`src/rtl/dnsq_pkg.sv`:
```
// dnsq_pkg: shared types and constants of the dns question parser
package dnsq_pkg;

  typedef enum logic [1:0] {
    KIND_HEADER = 2'd0,
    KIND_CHAR   = 2'd1,
    KIND_DONE   = 2'd2,
    KIND_ERROR  = 2'd3
  } kind_e;

  typedef enum logic [2:0] {
    ERR_SHORT_HEADER = 3'd0,
    ERR_NO_QUESTIONS = 3'd1,
    ERR_BAD_NAME     = 3'd2,
    ERR_POINTER      = 3'd3,
    ERR_TOO_LONG     = 3'd4
  } err_e;

  typedef enum logic [5:0] {
    PH_HEADER      = 6'b000001,
    PH_LABEL_LEN   = 6'b000010,
    PH_LABEL_BYTES = 6'b000100,
    PH_TAIL        = 6'b001000,
    PH_DONE        = 6'b010000,
    PH_ERROR       = 6'b100000
  } phase_e;

  localparam int unsigned HDR_WORDS  = 6;
  localparam logic [3:0]  HDR_LAST   = 4'd11;
  localparam logic [1:0]  TAIL_LAST  = 2'd3;
  localparam logic [1:0]  PTR_MARK   = 2'b11;
  localparam logic [7:0]  DOT_CHAR   = 8'h2e;
  localparam int unsigned FIFO_DEPTH = 4;
  localparam int unsigned FIFO_AW    = $clog2(FIFO_DEPTH);

  // one queue word: up to one plain result followed by an optional error
  typedef struct packed {
    logic                        first_vld;
    kind_e                       first_kind;
    logic [HDR_WORDS-1:0][15:0]  words;
    logic [7:0]                  chr;
    logic                        err_vld;
    err_e                        err_code;
    logic                        last;
  } entry_t;

endpackage

```
`src/rtl/dns_question_parser.sv`:
```
// dns_question_parser: top level of the dns query header and question parser
//
// Input channel: one message byte per word, with end_of_packet_i on the last
// byte. A word is taken on a rising edge with push high and full low.
// Result channel: header, name character, question done and error words,
// oldest first; the head word is on the ports while empty is low and is taken
// on a rising edge with pop high.
// The results of a byte are on the ports from the cycle after the byte is
// taken, when the queue was empty.
// Throughput: one byte per cycle. A byte gives at most two results; one that
// gives two needs two pops, so the sustained byte rate follows the pop rate.
// The parser and the output side are parted by a four-word queue; full rises
// when it holds four unread words, and the parser then waits.
// Reset clears the parser and the queue; the next byte starts a new message.
// Every message is also closed by its end_of_packet byte, which returns the
// parser to the header phase.
module dns_question_parser #(
  parameter int unsigned MAX_NAME_BYTES = 255
) (
  input  logic        clk_i,
  input  logic        rst_ni,
  input  logic        push,
  output logic        full,
  input  logic [7:0]  data_byte_i,
  input  logic        end_of_packet_i,
  output logic        empty,
  input  logic        pop,
  output logic [1:0]  item_kind_o,
  output logic [15:0] message_id_o,
  output logic [15:0] header_flags_o,
  output logic [15:0] question_count_o,
  output logic [15:0] answer_count_o,
  output logic [15:0] authority_count_o,
  output logic [15:0] additional_count_o,
  output logic [7:0]  name_char_o,
  output logic [15:0] query_type_o,
  output logic [15:0] query_class_o,
  output logic [2:0]  error_code_o,
  output logic        last_of_packet_o
);

  logic             accept;
  logic             fifo_push;
  logic             fifo_pop;
  logic             fifo_empty;
  dnsq_pkg::entry_t fifo_wdata;
  dnsq_pkg::entry_t fifo_rdata;

  assign accept = push && !full;

  dnsq_front #(
    .MAX_NAME_BYTES (MAX_NAME_BYTES)
  ) u_front (
    .clk_i           (clk_i),
    .rst_ni          (rst_ni),
    .accept_i        (accept),
    .data_byte_i     (data_byte_i),
    .end_of_packet_i (end_of_packet_i),
    .push_o          (fifo_push),
    .entry_o         (fifo_wdata)
  );

  dnsq_fifo u_fifo (
    .clk_i   (clk_i),
    .rst_ni  (rst_ni),
    .push_i  (fifo_push),
    .wdata_i (fifo_wdata),
    .pop_i   (fifo_pop),
    .rdata_o (fifo_rdata),
    .full_o  (full),
    .empty_o (fifo_empty)
  );

  dnsq_back u_back (
    .clk_i              (clk_i),
    .rst_ni             (rst_ni),
    .head_i             (fifo_rdata),
    .fifo_empty_i       (fifo_empty),
    .fifo_pop_o         (fifo_pop),
    .pop_i              (pop),
    .empty_o            (empty),
    .item_kind_o        (item_kind_o),
    .message_id_o       (message_id_o),
    .header_flags_o     (header_flags_o),
    .question_count_o   (question_count_o),
    .answer_count_o     (answer_count_o),
    .authority_count_o  (authority_count_o),
    .additional_count_o (additional_count_o),
    .name_char_o        (name_char_o),
    .query_type_o       (query_type_o),
    .query_class_o      (query_class_o),
    .error_code_o       (error_code_o),
    .last_of_packet_o   (last_of_packet_o)
  );

endmodule

```
`src/rtl/dnsq_front.sv`:
```
// dnsq_front: byte-level parser that turns each byte into at most one queue word
module dnsq_front #(
  parameter int unsigned MAX_NAME_BYTES = 255
) (
  input  logic               clk_i,
  input  logic               rst_ni,
  input  logic               accept_i,
  input  logic [7:0]         data_byte_i,
  input  logic               end_of_packet_i,
  output logic               push_o,
  output dnsq_pkg::entry_t   entry_o
);

  localparam int unsigned NLW = $clog2(MAX_NAME_BYTES + 1);

  dnsq_pkg::phase_e                          phase_q, phase_d;
  logic [3:0]                                hdr_cnt_q, hdr_cnt_d;
  logic [dnsq_pkg::HDR_WORDS-1:0][15:0]      hdr_words_q, hdr_words_d;
  logic [15:0]                               q_left_q, q_left_d;
  logic [7:0]                                lbl_left_q, lbl_left_d;
  logic [NLW-1:0]                            name_len_q, name_len_d;
  logic                                      started_q, started_d;
  logic [31:0]                               tc_q, tc_d;
  logic [1:0]                                tail_cnt_q, tail_cnt_d;
  logic [2:0]                                hdr_idx;
  logic                                      too_long;
  dnsq_pkg::entry_t                          ent;

  assign hdr_idx  = hdr_cnt_q[3:1];
  assign too_long = (name_len_q == NLW'(MAX_NAME_BYTES));

  always_comb begin
    phase_d     = phase_q;
    hdr_cnt_d   = hdr_cnt_q;
    hdr_words_d = hdr_words_q;
    q_left_d    = q_left_q;
    lbl_left_d  = lbl_left_q;
    name_len_d  = name_len_q;
    started_d   = started_q;
    tc_d        = tc_q;
    tail_cnt_d  = tail_cnt_q;
    ent         = '0;
    if (accept_i) begin
      unique case (phase_q) inside
        dnsq_pkg::PH_HEADER: begin
          hdr_words_d[hdr_idx] = {hdr_words_q[hdr_idx][7:0], data_byte_i};
          hdr_cnt_d = hdr_cnt_q + 4'd1;
          if (hdr_cnt_q == dnsq_pkg::HDR_LAST) begin
            ent.first_vld  = 1'b1;
            ent.first_kind = dnsq_pkg::KIND_HEADER;
            ent.words      = hdr_words_d;
            q_left_d       = hdr_words_d[2];
            if (hdr_words_d[2] == 16'd0) begin
              ent.err_vld  = 1'b1;
              ent.err_code = dnsq_pkg::ERR_NO_QUESTIONS;
              phase_d      = dnsq_pkg::PH_ERROR;
            end else begin
              phase_d = dnsq_pkg::PH_LABEL_LEN;
            end
          end
        end
        dnsq_pkg::PH_LABEL_LEN: begin
          if (data_byte_i == 8'd0) begin
            if (!started_q) begin
              ent.err_vld  = 1'b1;
              ent.err_code = dnsq_pkg::ERR_BAD_NAME;
              phase_d      = dnsq_pkg::PH_ERROR;
            end else begin
              phase_d    = dnsq_pkg::PH_TAIL;
              tail_cnt_d = '0;
              tc_d       = '0;
            end
          end else if (data_byte_i[7:6] == dnsq_pkg::PTR_MARK) begin
            ent.err_vld  = 1'b1;
            ent.err_code = dnsq_pkg::ERR_POINTER;
            phase_d      = dnsq_pkg::PH_ERROR;
          end else if (started_q && too_long) begin
            ent.err_vld  = 1'b1;
            ent.err_code = dnsq_pkg::ERR_TOO_LONG;
            phase_d      = dnsq_pkg::PH_ERROR;
          end else begin
            if (started_q) begin
              ent.first_vld  = 1'b1;
              ent.first_kind = dnsq_pkg::KIND_CHAR;
              ent.chr        = dnsq_pkg::DOT_CHAR;
              name_len_d     = name_len_q + NLW'(1);
            end
            started_d  = 1'b1;
            lbl_left_d = data_byte_i;
            phase_d    = dnsq_pkg::PH_LABEL_BYTES;
          end
        end
        dnsq_pkg::PH_LABEL_BYTES: begin
          if (too_long) begin
            ent.err_vld  = 1'b1;
            ent.err_code = dnsq_pkg::ERR_TOO_LONG;
            phase_d      = dnsq_pkg::PH_ERROR;
          end else begin
            ent.first_vld  = 1'b1;
            ent.first_kind = dnsq_pkg::KIND_CHAR;
            ent.chr        = data_byte_i;
            name_len_d     = name_len_q + NLW'(1);
            lbl_left_d     = lbl_left_q - 8'd1;
            if (lbl_left_q == 8'd1) begin
              phase_d = dnsq_pkg::PH_LABEL_LEN;
            end
          end
        end
        dnsq_pkg::PH_TAIL: begin
          tc_d       = {tc_q[23:0], data_byte_i};
          tail_cnt_d = tail_cnt_q + 2'd1;
          if (tail_cnt_q == dnsq_pkg::TAIL_LAST) begin
            ent.first_vld  = 1'b1;
            ent.first_kind = dnsq_pkg::KIND_DONE;
            ent.words[0]   = tc_d[31:16];
            ent.words[1]   = tc_d[15:0];
            q_left_d       = q_left_q - 16'd1;
            tail_cnt_d     = '0;
            tc_d           = '0;
            name_len_d     = '0;
            started_d      = 1'b0;
            lbl_left_d     = '0;
            phase_d        = (q_left_q == 16'd1) ? dnsq_pkg::PH_DONE
                                                 : dnsq_pkg::PH_LABEL_LEN;
          end
        end
        dnsq_pkg::PH_DONE, dnsq_pkg::PH_ERROR: begin
        end
        default: begin
        end
      endcase
      if (end_of_packet_i) begin
        if (phase_d == dnsq_pkg::PH_HEADER) begin
          ent.err_vld  = 1'b1;
          ent.err_code = dnsq_pkg::ERR_SHORT_HEADER;
        end else if (phase_d == dnsq_pkg::PH_LABEL_LEN ||
                     phase_d == dnsq_pkg::PH_LABEL_BYTES ||
                     phase_d == dnsq_pkg::PH_TAIL) begin
          ent.err_vld  = 1'b1;
          ent.err_code = dnsq_pkg::ERR_BAD_NAME;
        end
        ent.last    = 1'b1;
        phase_d     = dnsq_pkg::PH_HEADER;
        hdr_cnt_d   = '0;
        hdr_words_d = '0;
        q_left_d    = '0;
        lbl_left_d  = '0;
        name_len_d  = '0;
        started_d   = 1'b0;
        tc_d        = '0;
        tail_cnt_d  = '0;
      end
    end
  end

  assign push_o  = accept_i && (ent.first_vld || ent.err_vld);
  assign entry_o = ent;

  always_ff @(posedge clk_i or negedge rst_ni) begin
    if (!rst_ni) begin
      phase_q     <= dnsq_pkg::PH_HEADER;
      hdr_cnt_q   <= '0;
      hdr_words_q <= '0;
      q_left_q    <= '0;
      lbl_left_q  <= '0;
      name_len_q  <= '0;
      started_q   <= 1'b0;
      tc_q        <= '0;
      tail_cnt_q  <= '0;
    end else begin
      phase_q     <= phase_d;
      hdr_cnt_q   <= hdr_cnt_d;
      hdr_words_q <= hdr_words_d;
      q_left_q    <= q_left_d;
      lbl_left_q  <= lbl_left_d;
      name_len_q  <= name_len_d;
      started_q   <= started_d;
      tc_q        <= tc_d;
      tail_cnt_q  <= tail_cnt_d;
    end
  end

endmodule

```
`src/rtl/dnsq_fifo.sv`:
```
// dnsq_fifo: short queue of parsed words between the parser and the output side
module dnsq_fifo (
  input  logic             clk_i,
  input  logic             rst_ni,
  input  logic             push_i,
  input  dnsq_pkg::entry_t wdata_i,
  input  logic             pop_i,
  output dnsq_pkg::entry_t rdata_o,
  output logic             full_o,
  output logic             empty_o
);

  localparam int unsigned AW = dnsq_pkg::FIFO_AW;

  dnsq_pkg::entry_t  mem_q [dnsq_pkg::FIFO_DEPTH];
  logic [AW-1:0]     wr_ptr_q, wr_ptr_d;
  logic [AW-1:0]     rd_ptr_q, rd_ptr_d;
  logic [AW:0]       cnt_q, cnt_d;

  assign full_o  = (cnt_q == (AW+1)'(dnsq_pkg::FIFO_DEPTH));
  assign empty_o = (cnt_q == '0);
  assign rdata_o = mem_q[rd_ptr_q];

  always_comb begin
    wr_ptr_d = wr_ptr_q;
    rd_ptr_d = rd_ptr_q;
    cnt_d    = cnt_q;
    if (push_i) begin
      wr_ptr_d = wr_ptr_q + AW'(1);
    end
    if (pop_i) begin
      rd_ptr_d = rd_ptr_q + AW'(1);
    end
    if (push_i && !pop_i) begin
      cnt_d = cnt_q + (AW+1)'(1);
    end else if (!push_i && pop_i) begin
      cnt_d = cnt_q - (AW+1)'(1);
    end
  end

  always_ff @(posedge clk_i) begin
    if (push_i) begin
      mem_q[wr_ptr_q] <= wdata_i;
    end
  end

  always_ff @(posedge clk_i or negedge rst_ni) begin
    if (!rst_ni) begin
      wr_ptr_q <= '0;
      rd_ptr_q <= '0;
      cnt_q    <= '0;
    end else begin
      wr_ptr_q <= wr_ptr_d;
      rd_ptr_q <= rd_ptr_d;
      cnt_q    <= cnt_d;
    end
  end

endmodule

```
`src/rtl/dnsq_back.sv`:
```
// dnsq_back: unpacks queue words into result words, one per pop
module dnsq_back (
  input  logic             clk_i,
  input  logic             rst_ni,
  input  dnsq_pkg::entry_t head_i,
  input  logic             fifo_empty_i,
  output logic             fifo_pop_o,
  input  logic             pop_i,
  output logic             empty_o,
  output logic [1:0]       item_kind_o,
  output logic [15:0]      message_id_o,
  output logic [15:0]      header_flags_o,
  output logic [15:0]      question_count_o,
  output logic [15:0]      answer_count_o,
  output logic [15:0]      authority_count_o,
  output logic [15:0]      additional_count_o,
  output logic [7:0]       name_char_o,
  output logic [15:0]      query_type_o,
  output logic [15:0]      query_class_o,
  output logic [2:0]       error_code_o,
  output logic             last_of_packet_o
);

  logic            sel_q, sel_d;
  logic            show_err;
  logic            final_item;
  logic            taken;
  dnsq_pkg::kind_e kind;

  assign show_err   = !head_i.first_vld || sel_q;
  assign final_item = show_err || !head_i.err_vld;
  assign taken      = pop_i && !fifo_empty_i;
  assign fifo_pop_o = taken && final_item;
  assign empty_o    = fifo_empty_i;
  assign kind       = show_err ? dnsq_pkg::KIND_ERROR : head_i.first_kind;

  always_comb begin
    sel_d = sel_q;
    if (taken) begin
      sel_d = !final_item;
    end
  end

  always_comb begin
    item_kind_o        = kind;
    message_id_o       = '0;
    header_flags_o     = '0;
    question_count_o   = '0;
    answer_count_o     = '0;
    authority_count_o  = '0;
    additional_count_o = '0;
    name_char_o        = '0;
    query_type_o       = '0;
    query_class_o      = '0;
    error_code_o       = '0;
    last_of_packet_o   = head_i.last && final_item;
    unique case (kind)
      dnsq_pkg::KIND_HEADER: begin
        message_id_o       = head_i.words[0];
        header_flags_o     = head_i.words[1];
        question_count_o   = head_i.words[2];
        answer_count_o     = head_i.words[3];
        authority_count_o  = head_i.words[4];
        additional_count_o = head_i.words[5];
      end
      dnsq_pkg::KIND_CHAR: begin
        name_char_o = head_i.chr;
      end
      dnsq_pkg::KIND_DONE: begin
        query_type_o  = head_i.words[0];
        query_class_o = head_i.words[1];
      end
      dnsq_pkg::KIND_ERROR: begin
        error_code_o = head_i.err_code;
      end
      default: begin
      end
    endcase
  end

  always_ff @(posedge clk_i or negedge rst_ni) begin
    if (!rst_ni) begin
      sel_q <= 1'b0;
    end else begin
      sel_q <= sel_d;
    end
  end

endmodule

```
`config.mk`:
```
export PLATFORM = sky130hd
export DESIGN_NAME = dns_question_parser
export DESIGN_NICKNAME = d
export VERILOG_FILES = /design/src/rtl/dnsq_pkg.sv /design/src/rtl/dns_question_parser.sv /design/src/rtl/dnsq_front.sv /design/src/rtl/dnsq_fifo.sv /design/src/rtl/dnsq_back.sv
export SDC_FILE = /design/constraint.sdc
export NUM_CORES = 1
export LEC_CHECK = 0
export ABC_AREA = 1
export BUFFER_PORTS_ARGS = -buffer_cell sky130_fd_sc_hd__buf_2
export CORE_MARGIN = 2
export CORE_UTILIZATION = 50
export CTS_CLUSTER_SIZE = 14
export DETAILED_ROUTE_END_ITERATION = 12
export PLACE_DENSITY = 0.67
export SLEW_MARGIN = 10
export SYNTH_ARGS = -nofsm -noshare
export SYNTH_HDL_FRONTEND = slang
export SYNTH_HIERARCHICAL = 1
export SYNTH_SLANG_ARGS = --single-unit
```
`constraint.sdc`:
```
create_clock -name clk_i -period 6.1 [get_ports clk_i]
set_input_delay 0.915 -clock clk_i [delete_from_list [all_inputs] [get_ports clk_i]]
set_output_delay 0.915 -clock clk_i [all_outputs]
set_load 0.03 [all_outputs]
```
Yosys cells after proc, flatten, opt, wreduce, memory -nomap -nowiden
Memory sizes are Yosys's and may differ from the RTL's.
Index checks and enable logic that the tools add are counted.
W data, S select, Z words.
{ "word_totals": {"ramBits": 448, "memories": 1, "ff_bits": 173, "output_inout_bits": 144} }
{ "mem_list": {"columns": ["memory", "depth", "width", "read_ports", "rd_clocked_by_memory_dff", "write_ports", "line", "source"], "rows": [
  ["u_fifo.mem_q", 4, 112, 1, 0, 1, "dnsq_fifo.sv:15", "dnsq_pkg::entry_t mem_q [dnsq_pkg::FIFO_DEPTH];"]
]} }
{ "op_classes": {"addsub": 9, "order_cmp": 2, "mux": 100, "n_reduce_logical": 36, "eq_ne": 26} }
{ "ops": {"columns": ["operator", "count"], "rows": [
  ["$mux W16", 12],
  ["$mux W96", 2],
  ["$mux W8", 18],
  ["$mux W112", 1],
  ["$mux W99", 1],
  ["$bwmux W96", 1],
  ["$mux W24", 4],
  ["$mux W6", 12],
  ["$mux W64", 1],
  ["$pmux W32 S2", 1],
  ["$bmux W16 S3", 1],
  ["$demux W16 S3", 1],
  ["$pmux W24 S2", 1],
  ["$pmux W8 S3", 2],
  ["$mux W4", 11],
  ["$mux W32", 1],
  ["$pmux W16 S2", 1],
  ["$mux W3", 9],
  ["$pmux W6 S4", 1],
  ["$ne A3 B3 Y1 const B", 7],
  ["$eq A16 B1 Y1 const B", 1],
  ["$logic_not A16 Y1", 1],
  ["$pmux W8 S2", 1],
  ["$sub A16 B1 Y16 const B", 1],
  ["other kinds (40)", 81]
]} }

Logic depth before layout (Yosys ltp)
{ "logic_depth": {"ltp_word": 23, "mapped_depth": 21, "ltp_nobuf": 19} }

Hierarchy
Netlist, hierarchy kept.
{ "modules_own_cells": {"columns": ["mod", "area_per_inst_um2", "n_inst", "cells_each", "seq_area_each_um2"], "rows": [
  ["dnsq_fifo", 18938.2, 1, 1355, 13628.1],
  ["dnsq_front", 9581.7, 1, 1352, 4130.2],
  ["dnsq_back", 1243.7, 1, 281, 25.0],
  ["dns_question_parser", 10.0, 1, 2, 0.0]
]} }

Worst setup path before layout
No wires, ideal clock.
{ "synth_path": {"path_kind": "in2reg", "from": "in data_byte_i[7]", "to": "mem u_fifo/mem_q[1][0] in the netlist's numbering, enable pin", "path_buffers": 1, "slack_ns": 1.214, "path_stages": 13, "t_arrival_ns": 4.421, "required_time_ns": 5.634, "setup_ns": 0.466, "path_cell_list": "inv_2 -> nand3_1 -> nor2_1 -> nor2_1 -> inv_2 -> nor2_2 -> nand3_1 -> o21ai_0 -> nor3_1 -> a31oi_1 -> clkbuf_1 -> nand2_1 -> inv_1"} }
{ "synth_via": {"elab_chain_len": 17} }
{ "synth_lines": {"columns": ["element", "line", "source"], "rows": [
  ["from (decl)", "dns_question_parser.sv:24", "input logic [7:0] data_byte_i,"],
  ["$bwmux W96", "dnsq_front.sv:46", "hdr_words_d[hdr_idx] = {hdr_words_q[hdr_idx][7:0], data_byte_i};"],
  ["$logic_not A16 Y1", "dnsq_front.sv:53", "if (hdr_words_d[2] == 16'd0) begin"],
  ["$mux W6", "dnsq_front.sv:53", null],
  ["$mux W6", "dnsq_front.sv:48", "if (hdr_cnt_q == dnsq_pkg::HDR_LAST) begin"],
  ["$pmux W6 S4", "dnsq_front.sv:44", "unique case (phase_q) inside"],
  ["$mux W6", "dnsq_front.sv:43", "if (accept_i) begin"],
  ["$eq A6 B2 Y1 or $eq A6 B3 Y1 (tied branches)", "dnsq_front.sv:136, dnsq_front.sv:137", null],
  ["$logic_or A1 B1 Y1", "dnsq_front.sv:136", "end else if (phase_d == dnsq_pkg::PH_LABEL_LEN ||"],
  ["[... 2 more ...]", null, null],
  ["$mux W4", "dnsq_front.sv:133", "if (phase_d == dnsq_pkg::PH_HEADER) begin"],
  ["$mux W5", "dnsq_front.sv:132", "if (end_of_packet_i) begin"],
  ["$mux W112 (*)", "dnsq_front.sv:43", null],
  ["$logic_or A1 B1 Y1 (*)", "dnsq_front.sv:156", "assign push_o = accept_i && (ent.first_vld || ent.err_vld);"],
  ["$logic_and A1 B1 Y1 (*)", "dnsq_front.sv:156", null],
  ["via fifo_push", "dns_question_parser.sv:43", "logic fifo_push;"],
  ["$mux W1 (*)", "dnsq_fifo.sv:42", "if (push_i) begin"],
  ["$mux W1 (implied by the code) (*)", "dnsq_fifo.sv:43", "mem_q[wr_ptr_q] <= wdata_i;"],
  ["to (decl)", "dnsq_fifo.sv:15", null]
]} }
Mark *: on every way through the listed nets, which the timed path passes. The rest lies on a longest branch. The select of a mux whose other input is x is not followed.

==> flow_summary.toml <==
[outcome]
outcome = "finished, final reports clean"

[power_and_ir_drop]
intPower_mw = 8.93
pwr-share-seq_pct = 35.5
p_leak_nw = 14.1
p_sw_mw = 6.16
total_power_mw = 15.1
switching_share_pct = 40.8
power_density_nw_per_um2 = 459
irDropWorstVdd_mv = 0.318
comb_power_share_pct = 38.0
pwr-share-clk_pct = 26.4

[final_layout]
area_growth_syn_to_layout_pct = 10.4
layout.nets = 3105
drive_above_1_share_pct = 15.7
final_cell_mix = "nand2_1, inv_1, edfxtp_1"
fin_cells = 3905
final_common_cell = "nand2_1"

[clock_tree]
clkTransAtPathRegs_ns = 0.06
cts_tree = "done"
clkSinkCount = 621
cts_setup_buffers = 0
ctsHoldBuffers = 0
numCtsBuffers = 66
cts.path.max_buffers = 3
htree_levels = 3
clock_latency_ns = 0.60
root_buffer = "clkbuf_16"
cts-resized-gates = 0

[yosys]
synth_fp_nets = 3016
synth.distinct_cells = 51
syn_avg_cell_area_um2 = 9.96
synth_ff_type = "edfxtp_1"
synth_edf_count = 448
syn_area_um2 = 29800
async_flop_share_pct = 27.9
netlist_instances = 2990
yosysWarnings = 6
ys_seq_area_share_pct = 59.7
ys_ff_latch = 621

[setup_path]
critPathMaxStageDelay_ns = 0.82
slowest_stage = "nand3_1"
critPathKind = "register to output port"
critPathRequiredTime_ns = 5.18
cp-end-kind = "output port"
critPathBufInv = 3
crit_chain = "inv_6, o211ai_2, nand2_1, inv_2, nor2_4, nand3_1, nor2_1, buf_2"
crit_path_start_kind = "register"
path_delay_family = "simple AND/OR/NAND/NOR gates"
cp_max_fo = 64
arrival_ns = 3.97

[placement]
preCtsSetupSlack_ns = 1.63
place_inst = 3784
portBuffers = 156
gp_congestion = 0.923
hpwlAfterDp_mm = 45.9

[sta]
relSlewSlack_pct = 19.7
finalSetupViolations = 0
fin_skew_ns = 0.0253
timing.final.ws_setup_ns = 1.22
tightest_slew_ns = 1.20
rsz0062_at_grt = "no"
final.setup.tns_ns = 0
slew_viol_final = 0
holdWs_ns = 0.350
post-route-period-util_pct = 80.1
period_needed_ns = 4.88
max_freq_mhz = 205
hold_viol_final = 0

[detailed_routing]
dr.pass1.iters = 6
drtIter0Drc = 1779
routed_wl_mm = 72.1
vias_per_cell = 5.40
drc = 0
wl_per_cell_um = 18.5
postRouteAntennaNets = 0
vias = 21100

[floorplanning]
io_pins = 157
rows = 89
coreArea_um2 = 58900
start_util_pct = 50.5
dieArea_um2 = 61500
die_h_um = 248
die-width_um = 248

[grt]
grt_pass1_vias = 19900
grt_overflow_total = 0
grt_first_pass_wirelength_mm = 112
grt_max_degree = 170
grt_usage_pct = 23.5
antenna_found_initial = 3

[flow_run]
max_cap_viol_count = 0

[min_path]
hold_class = "input pin to async pin"
==> cells by family (layout without fill, tap and decap cells) <==
| group | count (synthesis) | count (layout) | share of synthesized area (%) |
|---|---|---|---|
| and+or+nand+nor | 1073 | 1073 | 14.9 |
| DFF | 621 | 621 | 59.7 |
| AOI/OAI and AO/OA | 572 | 572 | 14.0 |
| xor gates and xnor gates | 7 | 7 | 0.206 |
| adders and majority gates | 13 | 13 | 0.572 |
| buffers and inverters | 704 | 844 | 10.6 |
| other | 0 | 2 | 0 |
==> through the flow <==
step,util (%),area (um2)
final,55.8,32900
after global routing,55.8,32900
after CTS,55.8,32900
after detailed placement,52.2,30700
after global placement,52.2,30700
after floorplan,-,29800
==> final cells by class <==
class / count / area, um2
antenna: 2 / 5.00
tap: 773 / 967
multi-input combinational: 1665 / 8870
timing repair buffer: 179 / 1030
clock inverter: 32 / 312
fill: 4960 / 26000
inverter: 546 / 2060
sequential: 621 / 17800
clock buffer: 87 / 1840
==> synthesized netlist by cell type, types with 2 or more instances <==
master,instances,area (um2)
or2_2,2,12.5
buf_4,14,105
edfxtp_1,448,13500
a211oi_1,2,15.0
o21ai_0,176,881
o22ai_1,59,369
buf_1,2,7.51
nand3_1,67,335
or2_1,5,31.3
buf_2,36,180
nand2_2,3,18.8
a21oi_1,55,275
o21ai_1,22,110
a32oi_1,5,43.8
nor4_1,4,25.0
buf_6,41,462
buf_8,8,120
nor2_2,51,319
ha_1,12,150
o211ai_1,110,826
xor2_1,5,43.8
nand4_1,11,68.8
xnor2_1,2,17.5
nor2_4,6,67.6
clkbuf_1,56,210
nand2_1,663,2490
nand4_2,2,25.0
a31oi_1,4,25.0
o211ai_2,115,1440
inv_2,23,86.3
nor2_1,237,890
a22oi_1,17,128
nand3_4,2,35.0
nor3_1,15,75.1
inv_1,521,1960
dfrtp_1,172,4300
a22o_1,3,26.3
==> flip-flops by register name (all words and copies together) (netlist names), 2 cells and up <==
name,count
u_front/q_left_q,16
u_front/name_len_q,8
u_fifo/wr_ptr_q,2
u_front/tail_cnt_q,2
u_front/phase_q,6
u_front/tc_q,24
u_fifo/mem_q,448
u_front/hdr_words_q,96
u_front/hdr_cnt_q,4
u_front/lbl_left_q,8
u_fifo/cnt_q,3
u_fifo/rd_ptr_q,2
==> layer usage <==
metal	track usage (%)	vias up	routed length, um
met1	31.8	10200	30200
met2	38.2	698	34600
met5	0	-	30
met4	8.40	4	2010
met3	4.31	126	5300
li1	-	10000	-
==> path summary, 6_finish.rpt <==
kind / slack, ns / end / from / depth (start not counted)
min in group clk_i: 0.49 / u_front/hdr_words_q[14] / u_front/hdr_words_q[14] / 2
min: 0.35 / u_front/lbl_left_q[0] / rst_ni / 1
max reg2reg: 1.63 / u_fifo/mem_q[1][34] / u_front/hdr_cnt_q[1] / 14
max: 1.22 / query_type_o[12] / u_fifo/rd_ptr_q[1] / 8
min reg2reg: 0.49 / u_front/hdr_words_q[14] / u_front/hdr_words_q[14] / 2
max in group asynchronous: 4.71 / u_fifo/rd_ptr_q[1] / rst_ni / 2
==> power by group through the flow <==
stage,Combinational [mW],Sequential [mW],Clock [mW]
finish,5.74,5.36,3.99
CTS,5.78,5.36,4.06
floorplan,4.75,5.26,0
detailed placement,5.75,5.44,0
global route,6.33,5.42,4.24
global placement,5.67,5.42,0
No activity file was read; power rests on OpenSTA's default activity.
